==> src/rtl/stereo_noise_gate_core_defines.svh <==
// Assertion macros shared by the stereo noise gate RTL.
// Define ASSERT_OFF to compile the assertions out; no other dependencies.
`ifndef STEREO_NOISE_GATE_CORE_DEFINES_SVH
`define STEREO_NOISE_GATE_CORE_DEFINES_SVH
`ifndef ASSERT_OFF
// Property that must hold at every clock edge out of reset
`define SNC_ASSERT(lbl, clk, rstn, prop, msg) \
    lbl: assert property (@(posedge clk) disable iff (!rstn) (prop)) else $error(msg);
// Condition in one cycle implies a condition in the next
`define SNC_ASSERT_NEXT(lbl, clk, rstn, pre, post, msg) \
    lbl: assert property (@(posedge clk) disable iff (!rstn) (pre) |=> (post)) else $error(msg);
`else
`define SNC_ASSERT(lbl, clk, rstn, prop, msg)
`define SNC_ASSERT_NEXT(lbl, clk, rstn, pre, post, msg)
`endif
`endif

==> src/rtl/snc_front.sv <==
// Detector front end: takes in stereo frames, forms the magnitude and the gate target,
// and pushes the classified frame into the queue. Depends on nothing else.
module snc_front #(
    parameter int SAMPLE_BITS = 24
) (
    input  logic                          s_valid,
    output logic                          s_ready,
    input  logic signed [SAMPLE_BITS-1:0] s_left_in,
    input  logic signed [SAMPLE_BITS-1:0] s_right_in,
    input  logic        [SAMPLE_BITS-1:0] threshold_level,
    input  logic                          mono_mode,
    output logic                          q_valid,
    input  logic                          q_ready,
    output logic        [2*SAMPLE_BITS+1:0] q_data
);

    logic [SAMPLE_BITS-1:0] abs_left;
    logic [SAMPLE_BITS-1:0] abs_right;
    logic [SAMPLE_BITS-1:0] magnitude;
    logic                   target_open;

    // Absolute values; the most negative sample maps to full scale as unsigned
    assign abs_left  = s_left_in[SAMPLE_BITS-1]  ? (~s_left_in + 1'b1)  : s_left_in;
    assign abs_right = s_right_in[SAMPLE_BITS-1] ? (~s_right_in + 1'b1) : s_right_in;

    // Pick the detector magnitude, left only in mono
    always_comb begin
        magnitude = abs_left;
        if (!mono_mode && (abs_right > abs_left)) begin
            magnitude = abs_right;
        end
    end

    assign target_open = (magnitude >= threshold_level);

    // Pass the frame on with its classification
    assign q_valid = s_valid;
    assign s_ready = q_ready;
    assign q_data  = {mono_mode, target_open, s_right_in, s_left_in};

endmodule

==> config.mk <==
export PLATFORM = sky130hd
export DESIGN_NAME = snc_front
export DESIGN_NICKNAME = d
export VERILOG_FILES = /design/src/rtl/stereo_noise_gate_core_defines.svh /design/src/rtl/snc_front.sv
export SDC_FILE = /design/constraint.sdc
export NUM_CORES = 1
export LEC_CHECK = 0
export BUFFER_PORTS_ARGS = -buffer_cell sky130_fd_sc_hd__buf_4
export CAP_MARGIN = 25
export CORE_MARGIN = 1.5
export CORE_UTILIZATION = 50
export DETAILED_ROUTE_END_ITERATION = 10
export GPL_ROUTABILITY_DRIVEN = 0
export GPL_TIMING_DRIVEN = 0
export PLACE_DENSITY = 0.87
export SYNTH_ARGS = -nofsm -noshare
export SYNTH_HDL_FRONTEND = slang
export SYNTH_SLANG_ARGS = --single-unit
==> constraint.sdc <==
create_clock -name vclk -period 6.35
set_clock_uncertainty 0.15 [all_clocks]
set_input_delay 0.3175 -clock vclk [all_inputs]
set_output_delay 0.3175 -clock vclk [all_outputs]
set_load 0.1 [all_outputs]
### Word-level counts from Yosys, hierarchy flattened

Index checks and enable logic that the tools add are counted.

| word-level totals | value |
|---|---|
| register bits after elaboration | 0 |
| input port bits | 75 |
| output and inout bits | 52 |
| logic and storage cells | 11 |

| cells by class | value |
|---|---|
| $add $sub $neg | 2 |
| order comparisons | 2 |
| multiplexer cells | 3 |
| bitwise gates (word level) | 2 |
| reductions and logical operators | 2 |

Operators by type and width:

| operator | count |
|---|---|
| $mux 24 | 3 |
| $add 24x1->24 const B | 2 |
| $not 24->24 | 2 |
| $ge 24x24->1 | 1 |
| $gt 24x24->1 | 1 |
| $logic_and 1x1->1 | 1 |
| $logic_not 1->1 | 1 |

### Depth between registers and ports, before layout

| depth | value |
|---|---|
| word-level depth | 7 |
| gate-level depth with buffers | 24 |
| gate-level depth less buffers | 22 |

### Least setup slack after synthesis

Ideal clock, no wire load.

| timing | value |
|---|---|
| kind | input port to output port |
| start point | in s_left_in[9] |
| end point | out q_data[48] |
| arrival | 4,792 ps |
| required time | 5,883 ps |
| path slack | 1,090 ps |
| stages on the path | 19 |
| path buffers | 2 |
| path through | or4_4 -> nor3_4 -> nand3_2 -> or4_4 -> ha_1 -> nand4_1 -> nor4_1 -> a31oi_1 -> o21ai_2 -> buf_2 -> mux2i_1 -> ha_1 -> nand2b_1 -> a21o_1 -> a21oi_1 -> o21ai_0 -> a2111oi_0 -> o211ai_1 -> buf_4 |

| on the way | value |
|---|---|
| longest elaborated chain between the ends | 7 |

Ends and longest elaborated chain:

| what | line | RTL |
|---|---|---|
| from (decl) | snc_front.sv:8 | `input logic signed [SAMPLE_BITS-1:0] s_left_in,` |
| $not 24->24 | snc_front.sv:23 | `assign abs_left = s_left_in[SAMPLE_BITS-1] ? (~s_left_in + 1'b1) : s_left_in;` |
| $add 24x1->24 | snc_front.sv:23 |  |
| $mux 24 * | snc_front.sv:23 |  |
| $gt 24x24->1 | snc_front.sv:29 | `if (!mono_mode && (abs_right > abs_left)) begin` |
| $logic_and 1x1->1 | snc_front.sv:29 |  |
| $mux 24 * | snc_front.sv:29 |  |
| $ge 24x24->1 * | snc_front.sv:34 | `assign target_open = (magnitude >= threshold_level);` |
| to (decl) | snc_front.sv:14 | `output logic [2*SAMPLE_BITS+1:0] q_data` |

Every way passes the cells marked *; elsewhere a longest branch is shown, timed or not.

### Final worst setup path

| timing | value |
|---|---|
| start point | in s_right_in[9] |
| end point | out q_data[48] |

| on the way | value |
|---|---|
| longest elaborated chain between the ends | 7 |

Ends and longest elaborated chain:

| what | line | RTL |
|---|---|---|
| from (decl) | snc_front.sv:9 | `input logic signed [SAMPLE_BITS-1:0] s_right_in,` |
| $not 24->24 | snc_front.sv:24 | `assign abs_right = s_right_in[SAMPLE_BITS-1] ? (~s_right_in + 1'b1) : s_right_in;` |
| $add 24x1->24 | snc_front.sv:24 |  |
| $mux 24 * | snc_front.sv:24 |  |
| $gt 24x24->1 | snc_front.sv:29 |  |
| $logic_and 1x1->1 | snc_front.sv:29 |  |
| $mux 24 * | snc_front.sv:29 |  |
| $ge 24x24->1 * | snc_front.sv:34 |  |

Marked as above.

==> summary.txt <==
Clocking
  – Number of hold buffers added after cts: 0

Routing
  – Number of vias per cell: about 5.4
  – Number of optimization iterations in the first detailed-route pass: 4
  – Drt first-iter violations: 170
  – Number of vias in the routed layout: 3068
  – Drt wl/cell: 14.1 um
  – Antenna Nets Post-Route: 0
  – Residual DRC: 0
  – Total Wirelength: ~8.0 mm

Yosys
  – Average footprint of a synthesized cell: between 7 and 8 um2
  – Post-synthesis cell type with the largest combined area: sky130_fd_sc_hd__ha_1
  – Area share of the largest cell type after synthesis: 22.5%
  – Total nets after synthesis: 500
  – Synthesized instance count: around 380
  – Count of different cell masters after synthesis: 43
  – Cell types occupying the most area after synthesis: sky130_fd_sc_hd__ha_1 (23%), sky130_fd_sc_hd__buf_4 (14%), sky130_fd_sc_hd__xor2_1 (12%)
  – Number of warnings printed during yosys synthesis: 0
  – Register area share after synthesis: 0%
  – Netlist area before placement: 2780 um2

GRT
  – Overflow after GRT: 0
  – Total track usage: roughly a quarter
  – Via count of the first global-routing pass: 3099
  – Global-route wire length before repair: 13.2 mm
  – Number of antenna violations at the first check in global routing: 0
  – Maximum number of pins on one net before global-route repair: 11

Worst hold path
  – Hold WC Path Type: primary input to output port

Timing
  – Final Hold Viols: 0
  – Sum Neg Setup Slack: 0 ns
  – Final worst hold slack: 0.812 ns
  – Post-layout min period: 6.05 ns
  – Max-slew violation total from the final report: 0
  – Headroom to the max-slew limit: 60.5%
  – Setup violations, final: 0
  – FMAX: 165 MHz
  – Tightest Pin Transition: roughly 0.59 ns
  – Part of the cycle the worst path needs: 95.3%

Setup path
  – Startpoint Class: primary input
  – Kind of end point of the critical path: output port
  – Class of the most critical setup path: primary input to output port
  – Crit path required time: 5.88 ns
  – Arrival time of data at the critical path endpoint: 5.58 ns
  – Capturing instance or port of the critical path: q_data[48]
  – Worst Setup SP: s_right_in[9]
  – CP Max Fanout: 10

Power and ir drop
  – Worst VDD drop: about 0.083 mV
  – Overall Power: 474 uW
  – Standby leakage power: ~2.2 nW
  – Pwr dens: 123 nW/um2

Cells and area
  – Commonest cells after routing, fill and taps aside: sky130_fd_sc_hd__buf_4 (179), sky130_fd_sc_hd__inv_1 (50), sky130_fd_sc_hd__ha_1 (50)
  – Most common cell after layout, fill and taps aside: sky130_fd_sc_hd__buf_4
  – Clock buf count: 0
  – Number of diodes: 0
  – Final core utilization: 73.5%
  – Final nets: 628
  – Signed area change from the synthesized netlist to the final layout: 38.7%
  – Post-Layout Cell Count: approximately 570
  – Fillcell total: 418
  – Number of sequential cells in the layout: 0
  – Sequential cell area: 0 um2
  – Fraction of final layout cells with drive strength greater than 1: between 30% and 40%

Floorplan
  – Die ar.: 6010 um2
  – IO Pins: 127
  – Starting density of the core: 53.0%
  – Die Y-Extent: 77.5 um
  – Floorplan die width: 77.5 um
  – Num rows: 26
  – Core Footprint: 5240 um2

Placed design
  – Total of buffers placed on input and output ports: between 100 and 150
  – HPWL after DPL: 6.94 mm
  – Number of cells in the design after placement: 570

Run
  – Maximum Capacitance Violations: 0

Status
  – Run status: complete, no violations
==> layer usage <==
| layer | up-vias | wire length [um] | global-route usage, % |
|---|---|---|---|
| met5 | - | 0 | 0 |
| met4 | 0 | 136 | 4.73 |
| met3 | 14 | 606 | 3.53 |
| met2 | 132 | 4190 | 51.0 |
| met1 | 1405 | 3110 | 29.1 |
| li1 | 1517 | - | - |
==> cells in the mapped netlist, drive strengths merged, types with 2 or more instances <==
cell	count
xnor2	4
inv	50
or4	5
mux2i	24
nor2	9
o21ai	22
nor4	3
a21o	7
xor2	38
nand2b	4
o21a	4
a21oi	18
ha	50
or3	8
nand4	8
clkbuf	3
nand3	5
o31ai	13
buf	55
nor3	4
o41ai	4
nand2	21
o211ai	4
nor2b	2
==> final cells by class <==
class	count	area [um2]	area share, %
repair buffers	126	946	24.6
multi-input cells	267	2210	57.4
plain buffers	58	418	10.9
well taps	70	87.6	2.28
inverters	50	188	4.88
==> power breakdown <==
part / leakage, nW / switching (mW) / total [mW] / internal [mW]
Combinational: 2.19 / 0.299 / 0.474 / 0.175
Clock: 0 / 0 / 0 / 0
Sequential: 0 / 0 / 0 / 0
Total: 2.19 / 0.299 / 0.474 / 0.175
==> repair_timing <==
item | 4_1_cts | 5_1_grt
buffers inserted | 0 | 1
endpoints found under the setup margin | 1 | 1
resized for setup | 3 | 5
endpoints found under the hold margin | 0 | 0
pin swaps | 0 | 1
==> cell families after synthesis <==
family | share of synthesized area (%)
buf+inv | 21.7
fa+ha+maj | 22.5
compound gates | 18.2
simple gates | 15.2
xor+xnor | 13.3
mux | 9.06
==> worst min path at each step <==
stage	startpoint	endpoint	slack, ns	depth (start not counted)
finish	q_ready	s_ready	0.81	2
floorplan	s_left_in[0]	q_data[0]	0.70	1
global route	q_ready	s_ready	0.82	2
CTS	q_ready	s_ready	0.81	2
global placement	q_ready	s_ready	0.81	2
detailed placement	q_ready	s_ready	0.81	2
==> critical path: stages <==
cell	delay, ns
sky130_fd_sc_hd__buf_4	0.13
sky130_fd_sc_hd__or4_4	0.56
sky130_fd_sc_hd__nor3_2	0.21
sky130_fd_sc_hd__nand3_1	0.22
sky130_fd_sc_hd__o31ai_1	0.33
sky130_fd_sc_hd__xor2_1	0.24
sky130_fd_sc_hd__inv_1	0.07
sky130_fd_sc_hd__ha_1	0.31
sky130_fd_sc_hd__nand4_1	0.18
sky130_fd_sc_hd__nor4_4	0.38
sky130_fd_sc_hd__a31oi_1	0.16
sky130_fd_sc_hd__o21ai_2	0.11
sky130_fd_sc_hd__buf_4	0.25
sky130_fd_sc_hd__mux2i_1	0.22
sky130_fd_sc_hd__ha_1	0.24
sky130_fd_sc_hd__nand2b_1	0.14
sky130_fd_sc_hd__a21o_1	0.18
sky130_fd_sc_hd__a21oi_1	0.20
sky130_fd_sc_hd__o21ai_0	0.20
sky130_fd_sc_hd__a2111oi_2	0.41
sky130_fd_sc_hd__o211ai_1	0.17
sky130_fd_sc_hd__buf_4	0.15
sky130_fd_sc_hd__buf_4	0.22
==> metrics by stage <==
stage	area [um2]	setup slack, ns
after global routing	3850	-0.0356
after global placement	3800	-0.0159
after detailed placement	3800	-0.188
after floorplan	2780	1.09
final	3850	0.299
after CTS	3820	0.0707
(Power assumes the default switching activity.)
