## config.mk

```make
export PLATFORM = sky130hd
export DESIGN_NAME = snc_queue
export DESIGN_NICKNAME = d
export VERILOG_FILES = /design/src/rtl/stereo_noise_gate_core_defines.svh /design/src/rtl/snc_pkg.sv /design/src/rtl/snc_queue.sv
export SDC_FILE = /design/constraint.sdc
export NUM_CORES = 1
export LEC_CHECK = 0
export BUFFER_PORTS_ARGS = -buffer_cell sky130_fd_sc_hd__buf_2
export CORE_MARGIN = 3
export CORE_UTILIZATION = 55
export DETAILED_ROUTE_END_ITERATION = 12
export PLACE_DENSITY = 0.89
export SYNTH_ARGS = -nofsm -noshare
export SYNTH_HDL_FRONTEND = slang
export SYNTH_SLANG_ARGS = --single-unit
```

## constraint.sdc

```tcl
create_clock -name aclk -period 5.35 [get_ports aclk]
set_clock_uncertainty 0.1 [all_clocks]
set_input_delay 0.535 -clock aclk [delete_from_list [all_inputs] [get_ports aclk]]
set_output_delay 0.535 -clock aclk [all_outputs]
set_load 0.005 [all_outputs]
```

## src/rtl/stereo_noise_gate_core_defines.svh

```systemverilog
// Assertion macros shared by the stereo noise gate RTL.
// Define ASSERT_OFF to compile the assertions out; no other dependencies.
`ifndef STEREO_NOISE_GATE_CORE_DEFINES_SVH
`define STEREO_NOISE_GATE_CORE_DEFINES_SVH
`ifndef ASSERT_OFF
// Property that must hold at every clock edge out of reset
`define SNC_ASSERT(lbl, clk, rstn, prop, msg) \
    lbl: assert property (@(posedge clk) disable iff (!rstn) (prop)) else $error(msg);
// Condition in one cycle implies a condition in the next
`define SNC_ASSERT_NEXT(lbl, clk, rstn, pre, post, msg) \
    lbl: assert property (@(posedge clk) disable iff (!rstn) (pre) |=> (post)) else $error(msg);
`else
`define SNC_ASSERT(lbl, clk, rstn, prop, msg)
`define SNC_ASSERT_NEXT(lbl, clk, rstn, pre, post, msg)
`endif
`endif

```

## src/rtl/snc_pkg.sv

```systemverilog
// Shared constants for the stereo noise gate: register indexes, reset values and queue sizing.
// No dependencies.
package snc_pkg;

    // Configuration register indexes
    localparam int CFG_IDX_W = 2;
    localparam logic [CFG_IDX_W-1:0] CFG_THRESHOLD = 2'd0;
    localparam logic [CFG_IDX_W-1:0] CFG_ATTACK    = 2'd1;
    localparam logic [CFG_IDX_W-1:0] CFG_RELEASE   = 2'd2;
    localparam logic [CFG_IDX_W-1:0] CFG_MONO      = 2'd3;

    // Register reset values
    localparam int THRESHOLD_RESET = 83886;
    localparam int ATTACK_RESET    = 1351;
    localparam int RELEASE_RESET   = 27;

    // Queue between the detector and the gain stage
    localparam int QUEUE_DEPTH = 2;
    localparam int QPTR_W      = 1;
    localparam int QCNT_W      = 2;

endpackage

```

## src/rtl/snc_queue.sv

```systemverilog
// Two-entry queue between the detector front end and the gain back end.
// Depends on snc_pkg for depth and pointer widths.
module snc_queue #(
    parameter int WIDTH = 50
) (
    input  logic             aclk,
    input  logic             aresetn,
    input  logic             in_valid,
    output logic             in_ready,
    input  logic [WIDTH-1:0] in_data,
    output logic             out_valid,
    input  logic             out_ready,
    output logic [WIDTH-1:0] out_data
);

    logic [WIDTH-1:0]              entry_reg [snc_pkg::QUEUE_DEPTH];
    logic [snc_pkg::QPTR_W-1:0]    wr_ptr_reg, wr_ptr_next;
    logic [snc_pkg::QPTR_W-1:0]    rd_ptr_reg, rd_ptr_next;
    logic [snc_pkg::QCNT_W-1:0]    count_reg, count_next;
    logic                          push, pop;

    assign in_ready  = (count_reg != snc_pkg::QCNT_W'(snc_pkg::QUEUE_DEPTH));
    assign out_valid = (count_reg != '0);
    assign out_data  = entry_reg[rd_ptr_reg];
    assign push      = in_valid && in_ready;
    assign pop       = out_valid && out_ready;

    // Advance pointers and occupancy
    always_comb begin
        wr_ptr_next = push ? wr_ptr_reg + 1'b1 : wr_ptr_reg;
        rd_ptr_next = pop  ? rd_ptr_reg + 1'b1 : rd_ptr_reg;
        count_next  = count_reg;
        if (push && !pop) begin
            count_next = count_reg + 1'b1;
        end else if (pop && !push) begin
            count_next = count_reg - 1'b1;
        end
    end

    always_ff @(posedge aclk) begin
        if (!aresetn) begin
            wr_ptr_reg <= '0;
            rd_ptr_reg <= '0;
            count_reg  <= '0;
        end else begin
            wr_ptr_reg <= wr_ptr_next;
            rd_ptr_reg <= rd_ptr_next;
            count_reg  <= count_next;
        end
    end

    // Store the incoming entry
    always_ff @(posedge aclk) begin
        if (push) begin
            entry_reg[wr_ptr_reg] <= in_data;
        end
    end

endmodule

```

After elaboration in Yosys (flattened, before gate mapping)

Memories as Yosys holds them, arrays and structs flattened. A register that Yosys moved wholly into a read port is not among the register bits.
Index checks and enable logic that the tools add are counted.

$add $sub $neg: 4
Equal/unequal tests: 1
Muxes and demuxes: 6
Reductions and logical operators: 8

Operator list:

| cell                                                               | number |
|---|---|
| 1-bit logical AND                                                  | 4 |
| 1-bit two-way mux                                                  | 4 |
| 2-bit two-way mux                                                  | 2 |
| 2-bit nonzero test                                                 | 2 |
| 1-bit adder, second input constant                                 | 2 |
| 2-bit by 1-bit adder with 2-bit output, second input constant      | 1 |
| 1-bit logical NOT                                                  | 2 |
| 2-bit != test, second input constant                               | 1 |
| 2-bit by 1-bit subtractor with 2-bit output, second input constant | 1 |

Register bits after elaboration: 4
RAM bits: 100
Bits of input ports: 54
Output and inout bits: 52
Logic and storage cells: 23
Memories: 1

Memory list:

| memory    | words | bits a word | rd ports | clocked after Yosys merged registers in | wr ports | RTL line        | text |
|---|---|---|---|---|---|---|---|
| entry_reg | 2     | 50          | 1        | 1                                       | 1        | snc_queue.sv:16 | `logic [WIDTH-1:0] entry_reg [snc_pkg::QUEUE_DEPTH];` |

Logic depth before layout (Yosys ltp)

Gate-level depths: netlist of run 1.

Depth in word-level cells: 6
Depth in mapped cells: 6
Depth with buffers taken out: 6

Least setup slack after synthesis of run 1

OpenSTA, ideal clock, no wires.

Path type: register to register
Start point: register count_reg[0] (netlist bit)
End point: memory entry_reg[1][0] (enable)
Setup time: 0.413 ns
Data arrival time: 1.798 ns
Data required time: 4.837 ns
Slack: 3.039 ns
Cell stages (with the launch flop): 3
Buffers on the path: 0
Clock period less this slack: 2.311 ns
Path through: dfxtp_1 nand2b_4 and3_1

Cells in the longest elaborated chain, start to end: 4

RTL lines:

| element                                 | RTL line        | text |
|---|---|---|
| start: declaration                      | snc_queue.sv:19 | `logic [snc_pkg::QCNT_W-1:0] count_reg, count_next;` |
| start signal: assignment                | snc_queue.sv:48 | `count_reg <= count_next;` |
| 2-bit != test                           | snc_queue.sv:22 | `assign in_ready = (count_reg != snc_pkg::QCNT_W'(snc_pkg::QUEUE_DEPTH));` |
| named net in_ready                      | snc_queue.sv:9  | `output logic in_ready,` |
| 1-bit logical AND                       | snc_queue.sv:25 | `assign push = in_valid && in_ready;` |
| 1-bit two-way mux                       | snc_queue.sv:54 | `if (push) begin` |
| 1-bit two-way mux (implied by the code) | snc_queue.sv:55 | `entry_reg[wr_ptr_reg] <= in_data;` |
| end: declaration                        | snc_queue.sv:16 |  |

The timed path passes the listed nets, and every way through them passes these cells.

==> results.txt, run 1 <==
Status: complete, no violations
DR iter-0 viols: 76
Clk root buf: clkbuf_8
Row Count: 29
Area share of fa/ha/maj cells after synthesis: 0.00326
Layout cells sized above 1: 0.576
Design area: 4660 um^2
Max FFs per register: 100
DR pass1 iterations: 5
Leakage dissipation: 1.73 nW
Max cap viols: 0
Critical-path top delay cell: dfxtp_2
DRT antenna net count: 0
Final std cells w/o fill: 388
Post-CTS Hold Buffers: 0
# setup viols final: 0
# DRC: 0
Synth Area in Simple Gates: 0.0170
Area Growth Syn to Fin: 21.5%
Vias in the first global route: 1981
Top cells by count, synth: 100 x edfxtp_1, 46 x mux2_2, 5 x buf_2, 5 x dfxtp_1
Worst-path clk slew: 90 ps
Die area: 8020 um^2
Vias: 1963
Slew Limit Fails: 0
Compound-Gate Fraction of Synth Area: 0.00913
DR WL met3: 327 um
Core area: 6570 um^2
CP cell instances: mux2_2, buf_2
Synth Area in XOR/XNOR: 0.00685
Clock Latency Late Sink: 340 ps
Largest net degree at the start of global routing: 51
Final WL: 6100 um
Post-Synthesis Cells: 180
Post-CTS Repair Setup Buffers: 0
Tot Pwr: 0.00204 W
GRT Total Usage: 0.159
Worst R2R Setup Slack: 3260 ps
Syn_nets: 235
Die W: 89.5 um
Yosys top cell area share: 0.783
First-pass GRT wire length: 9160 um
RSZ-0062 raised after global routing: no
Initial antenna violation count: 0
PD cells: 438 nW/um^2
Crit path largest cell delay: 1100 ps
Mapped cell area: 3840 um^2
Highest metal used: met4
Met2 routed WL: 3150 um
Maximum VDD drop: 0.000273 V
Register area share after synthesis: 0.809
Critical path class: flip-flop to primary output
NumNets Final: 345
CP required: 4720 ps
Most common flop cell mapped by yosys: edfxtp_1
Synth area leaders: edfxtp_1 78%, mux2_2 13%, dfxtp_1 2.6%
Tmin final: 2680 ps
# H-tree levels: 3
Fillers: 434
Yosys reg bits: 105
Reg2reg start: count_reg[0]
Period Utilization, post-route: 0.502
I/O pin count: 106
FMAX: 373 MHz
DR WL/cell: 15.7 um
Ys async rst share: 0
Hold Vio Cnt, Final: 0
# port buffers: 105
Largest family of logic cells by synthesized area: multiplexers
Longest Clk Path Bufs: 2
GRT Residual Overflow: 0
Post-synth EDFFs: 100
Syn. warnings: 0
Post-CTS sizing: 0
Netlist cell types: 21
Mux cell area share after synthesis: 0.147
Placed Cells: 372
Setup crit end kind: primary output
Element type at the critical path start: flip-flop
CTS sink count: 105
Via density: 5.06
Critical path arrival: 2050 ps
Yosys top cell by area: edfxtp_1
CTS tree: yes
Total CTS buffers: 9
Critical path peak fanout: 50
Min-Delay Startpoint: in_data[44]
Class of the worst hold path: primary input to flip-flop
Synthesized area per cell: 21.3 um^2
Initial Utilization: 0.584
DIE HEIGHT: 89.5 um
Count leader, synth: edfxtp_1
ANT cells: 0
Setup TNS: 0 ps
Least-Margin Pin Slew: 1170 ps
Max-slew headroom: 0.217
M1 WL: 2560 um
Final HPWL DP: 3850 um
Dpl cell area: 4450 um^2
GP Congestion: 0.661
## layer usage
metal / vias to the layer above / global-route usage
met4: 0 / 0.0825
met1: 970 / 0.190
li1: 918 / -
met2: 69 / 0.266
met5: - / 0
met3: 6 / 0.0415
## worst paths after layout
path         cells after the start          endpoint
max                              2      out_data[24]
min reg2reg                      2      count_reg[1]
min                              1  entry_reg[0][44]
max reg2reg                      2  entry_reg[1][22]
## power by group
part	leakage (nW)	total (W)	internal (W)	switching (W)
sequential	0.975	0.00111	0.00103	0.0000797
clock	0.0976	0.000505	0.000261	0.000244
combinational	0.658	0.000428	0.000250	0.000179
total	1.73	0.00204	0.00154	0.000502
## worst max-delay path, delay by kind of cell, from the launching register on
family | cells | cell delay, ps
buffers and inverters | 1 | 130
multiplexers | 1 | 430
flip-flops | 1 | 1100
## kinds of logic after synthesis
group,after synthesis
AOI/OAI and AO/OA,5
buffers and inverters,7
and+or+nand+nor,9
muxes,50
adders and majority gates,1
xor gates and xnor gates,3
DFF,105
## metrics by stage
stage	hold slack (ps)	setup slack [ps]	utilization
after floorplan	412	3040	-
after detailed placement	452	3000	0.678
final	267	2670	0.710
after global placement	427	2970	0.678
after CTS	245	2590	0.710
after global routing	245	2510	0.710
## placed cells by master, fill, tap and decap left out, drive strengths merged
cell and count:
xnor2 2, inv 1, nand2b 1, dfxtp 5, ha 1, and3 1, o21ai 2, clkinv 2
edfxtp 100, a21bo 1, nand3b 1, mux2 50, clkbuf 10, xor2 1, or2 1, and2 4
clkinvlp 2, buf 105, bufinv 2, a21boi 2, or3 1
## cell type report
class / count / area (um^2) / area share
inverter: 1 / 3.75 / 0.000805
clock inverter: 6 / 82.6 / 0.0177
sequential: 105 / 3100 / 0.666
clock buffer: 10 / 128 / 0.0274
timing repair buffer: 105 / 526 / 0.113
tap: 93 / 116 / 0.0250
multi-input combinational: 68 / 703 / 0.151
Note: power is estimated with default switching activity, not from simulation.
==> run 2: changes to the inputs <==
--- a/config.mk
+++ b/config.mk
@@ -7,9 +7,9 @@
 export LEC_CHECK = 0
 export BUFFER_PORTS_ARGS = -buffer_cell sky130_fd_sc_hd__buf_2
 export CORE_MARGIN = 3
-export CORE_UTILIZATION = 55
+export CORE_UTILIZATION = 51
 export DETAILED_ROUTE_END_ITERATION = 12
-export PLACE_DENSITY = 0.89
+export PLACE_DENSITY = 0.84
 export SYNTH_ARGS = -nofsm -noshare
 export SYNTH_HDL_FRONTEND = slang
 export SYNTH_SLANG_ARGS = --single-unit
==> constraint.sdc (replaced) <==
create_clock -name aclk -period 2.7 [get_ports aclk]
set_clock_uncertainty 0.1 [all_clocks]
set_input_delay 0.27 -clock aclk [delete_from_list [all_inputs] [get_ports aclk]]
set_output_delay 0.27 -clock aclk [all_outputs]
set_load 0.005 [all_outputs]
==> results.txt, run 2 (synthesis results as in run 1) <==
Hold Path Stages: 2
Final std cells w/o fill: 445
DR WL/cell: 16.1 um
NumNets Final: 399
RSZ-0062 raised after global routing: no
Longest Clk Path Bufs: 2
Most frequent cells in the layout: 105 x buf_2, 100 x edfxtp_1, 50 x dlygate4sd3_1
Met2 routed WL: 3750 um
Post-CTS Hold Buffers: 50
Hold Vio Cnt, Final: 0
Period Utilization, post-route: 0.754
DRT antenna net count: 0
# DRC: 0
Initial antenna violation count: 0
Setup crit end kind: primary output
Commonest non-fill, non-tap cell in the layout: buf_2
CTS sink count: 105
Row Count: 30
Worst R2R Setup Slack: 850 ps
Final WL: 7170 um
Tot Pwr: 0.00402 W
Setup TNS: 0 ps
Area Growth Syn to Fin: 35.3%
Via density: 4.88
Least-Margin Pin Slew: 500 ps
Die W: 92.7 um
Min-Delay Startpoint: aresetn
Critical path class: flip-flop to primary output
Leakage dissipation: 1.95 nW
DIE HEIGHT: 92.7 um
Initial Utilization: 0.544
Class of the worst hold path: primary input to flip-flop
Layout cells sized above 1: 0.507
Max FFs per register: 100
Post-CTS Repair Setup Buffers: 0
DR iter-0 viols: 60
Status: complete, no violations
Critical path peak fanout: 41
GP Congestion: 0.743
DR pass1 iterations: 4
FMAX: 491 MHz
R2R Path End: entry_reg[0][31]
Worst-path clk slew: 90 ps
Post-CTS sizing: 0
CP required: 2330 ps
M1 WL: 2810 um
GRT Residual Overflow: 0
Die area: 8600 um^2
Critical path arrival: 1670 ps
First-pass GRT wire length: 11200 um
CTS tree: yes
Vias in the first global route: 2274
Worst R2R Path Depth: 4
Highest metal used: met4
Placed Cells: 379
Clock Latency Late Sink: 360 ps
Element type at the critical path start: flip-flop
Max-slew headroom: 0.666
Slew Limit Fails: 0
Post-layout util: 0.736
DR WL met3: 508 um
Design area: 5190 um^2
Total CTS buffers: 9
Dpl cell area: 4510 um^2
Vias: 2170
Largest net degree at the start of global routing: 51
Final HPWL DP: 4300 um
Tmin final: 2040 ps
Maximum VDD drop: 0.000501 V
Clk root buf: clkbuf_8
I/O pin count: 106
PD cells: 775 nW/um^2
Max cap viols: 0
# H-tree levels: 3
ANT cells: 0
# port buffers: 105
GRT Total Usage: 0.171
# setup viols final: 0
Reg2reg start: count_reg[0]
Core area: 7060 um^2
[run 2: cell types whose count changed in the layout (fill, tap and decap cells not counted), sizes merged]
cell	before	now
clkbuf	10	9
buf	105	109
clkinvlp	2	3
bufinv	2	0
inv	1	3
dlygate4sd3	0	50
[run 2: cell type report]
type | count | area (um^2)
clock buffer | 9 | 124
clock inverter | 7 | 55.1
fill | 468 | 1870
inverter | 1 | 3.75
multi-input combinational | 68 | 703
sequential | 105 | 3100
tap | 96 | 120
timing repair buffer | 159 | 1080
[run 2: worst max-delay path, cell delays in order, from the launching register on]
cell	delay, ps
dfxtp_2	500
buf_12	270
mux2_2	370
buf_2	140
[run 2: where the power goes]
part	switching [W]	internal, W	total (W)
Combinational	0.000475	0.000574	0.00105
Clock	0.000514	0.000344	0.000857
Sequential	0.0000813	0.00203	0.00212
Total	0.00107	0.00295	0.00402
[run 2: routing by layer]
layer / vias up / track usage
met4: 0 / 0.0476
met2: 77 / 0.299
li1: 1033 / -
met5: - / 0
met1: 1049 / 0.204
met3: 11 / 0.0536
[run 2: through the flow]
| step | worst slack, ps | hold WS [ps] |
|---|---|---|
| floorplan | 389 | 269 |
| global placement | 875 | 358 |
| detailed placement | 827 | 361 |
| CTS | 652 | 56.6 |
| global route | 581 | 71.5 |
| finish | 663 | 69.4 |
[run 2: worst max path at each step]
stage,startpoint,to,slack [ps],cells after the start
after floorplan,count_reg[0],entry_reg[1][0],390,2
after global placement,count_reg[0],entry_reg[0][6],880,4
after detailed placement,count_reg[0],entry_reg[0][1],830,4
after CTS,flip-flop,out_data[44],650,3
after global routing,flip-flop,out_data[6],580,3
final,flip-flop,out_data[2],660,3
==> run 3: changes to the inputs <==
==> constraint.sdc (replaced) <==
create_clock -name aclk -period 2 [get_ports aclk]
set_clock_uncertainty 0.1 [all_clocks]
set_input_delay 0.2 -clock aclk [delete_from_list [all_inputs] [get_ports aclk]]
set_output_delay 0.2 -clock aclk [all_outputs]
set_load 0.005 [all_outputs]
==> results.txt, run 3 (synthesis results as in run 1) <==
First-pass GRT wire length: 12200 um
Clk root buf: clkbuf_8
Setup crit end kind: primary output
Hold Vio Cnt, Final: 0
Final WL: 7570 um
Die W: 92.7 um
Vias: 2207
DRT antenna net count: 0
Longest Clk Path Bufs: 2
# port buffers: 105
Die area: 8600 um^2
CTS tree: yes
DR iter-0 viols: 103
CP bufs+invs: 2
Element type at the critical path start: flip-flop
FMAX: 554 MHz
Via density: 4.93
Leakage dissipation: 1.96 nW
Commonest non-fill, non-tap cell in the layout: buf_2
Period Utilization, post-route: 0.903
Slew Limit Fails: 0
ANT cells: 0
GP Congestion: 0.732
DR pass1 iterations: 4
Final HPWL DP: 4440 um
GRT Residual Overflow: 0
Worst R2R Setup Slack: 280 ps
CP cell instances: buf_4, mux2_2, buf_2
DR WL/cell: 16.9 um
Post-layout util: 0.739
Core area: 7060 um^2
RSZ-0062 raised after global routing: no
Worst Setup Slack, final: 194 ps
Initial Utilization: 0.544
# H-tree levels: 3
CP top delay family: buffers and inverters
I/O pin count: 106
Row Count: 30
# setup viols final: 0
Setup TNS: 0 ps
Most frequent cells in the layout: 105 x buf_2, 100 x edfxtp_1, 51 x dlygate4sd3_1
Fillers: 463
Dpl cell area: 4540 um^2
Initial antenna violation count: 0
Crit path largest cell delay: 380 ps
Max FFs per register: 100
PD cells: 1030 nW/um^2
WP depth: 3
Clock Latency Late Sink: 340 ps
R2R Path End: entry_reg[0][35]
Maximum VDD drop: 0.000747 V
Max-slew headroom: 0.815
CTS sink count: 105
Critical-path top delay cell: mux2_2
Area Growth Syn to Fin: 35.9%
Vias in the first global route: 2501
CP Capture Point: out_data[8]
CP required: 1700 ps
Design area: 5220 um^2
Layout cells sized above 1: 0.500
Reg2reg start: count_reg[0]
Critical path peak fanout: 20
Worst R2R Path Depth: 4
Class of the worst hold path: primary input to flip-flop
Least-Margin Pin Slew: 277 ps
Status: complete, no violations
Max cap viols: 0
NumNets Final: 402
# DRC: 0
Post-CTS Repair Setup Buffers: 0
Tot Pwr: 0.00540 W
Tmin final: 1810 ps
Worst-path clk slew: 90 ps
Critical path arrival: 1510 ps
GRT Total Usage: 0.190
Critical path class: flip-flop to primary output
Total CTS buffers: 9
Largest net degree at the start of global routing: 36
DIE HEIGHT: 92.7 um
DP Worst Slack: 303 ps
[run 3: worst min-delay path, stage by stage]
cell and delay (ps):
buf_2 110, a21bo_2 110, a21boi_0 60
[run 3: metal layers]
metal,share of wire,track usage
met1,0.36,0.193
met2,0.57,0.365
met3,0.054,0.0463
met4,0.015,0.0818
met5,0,0
[run 3: area by class of cell]
| cell class | count | area, um^2 | area share |
|---|---|---|---|
| clock buffer | 9 | 124 | 0.0238 |
| clock inverter | 7 | 37.5 | 0.00720 |
| inverter | 1 | 7.51 | 0.00144 |
| multi-input combinational | 68 | 703 | 0.135 |
| sequential | 105 | 3100 | 0.595 |
| tap | 96 | 120 | 0.0230 |
| timing repair buffer | 162 | 1120 | 0.214 |
[run 3: report_power, final]
part / internal [W] / total (W) / leakage, nW / switching, W
Clock: 0.000438 / 0.00109 / 0.0815 / 0.000649
Combinational: 0.000803 / 0.00148 / 0.907 / 0.000673
Sequential: 0.00274 / 0.00283 / 0.975 / 0.0000897
Total: 0.00399 / 0.00540 / 1.96 / 0.00141
[run 3: per-stage QoR]
stage                     hold slack (ps)  instances
after detailed placement              292        381
final                                85.3        448
after CTS                            68.6        448
after global placement                288        381
after floorplan                       199        180
after global routing                 85.8        448
[run 3: how the worst min path moves through the flow]
stage,depth (start not counted),from,to,slack (ps)
floorplan,0,in_data[0],entry_reg[0][0],200
CTS,3,in_valid,wr_ptr_reg,70
global placement,1,in_data[8],entry_reg[0][8],290
finish,3,in_valid,wr_ptr_reg,90
detailed placement,1,in_data[38],entry_reg[0][38],290
global route,3,in_valid,wr_ptr_reg,90
[run 3: repair_timing]
action	in CTS	in global routing
hold buffers	51	0
endpoints found under the hold margin	102	0
gates resized for setup	0	0
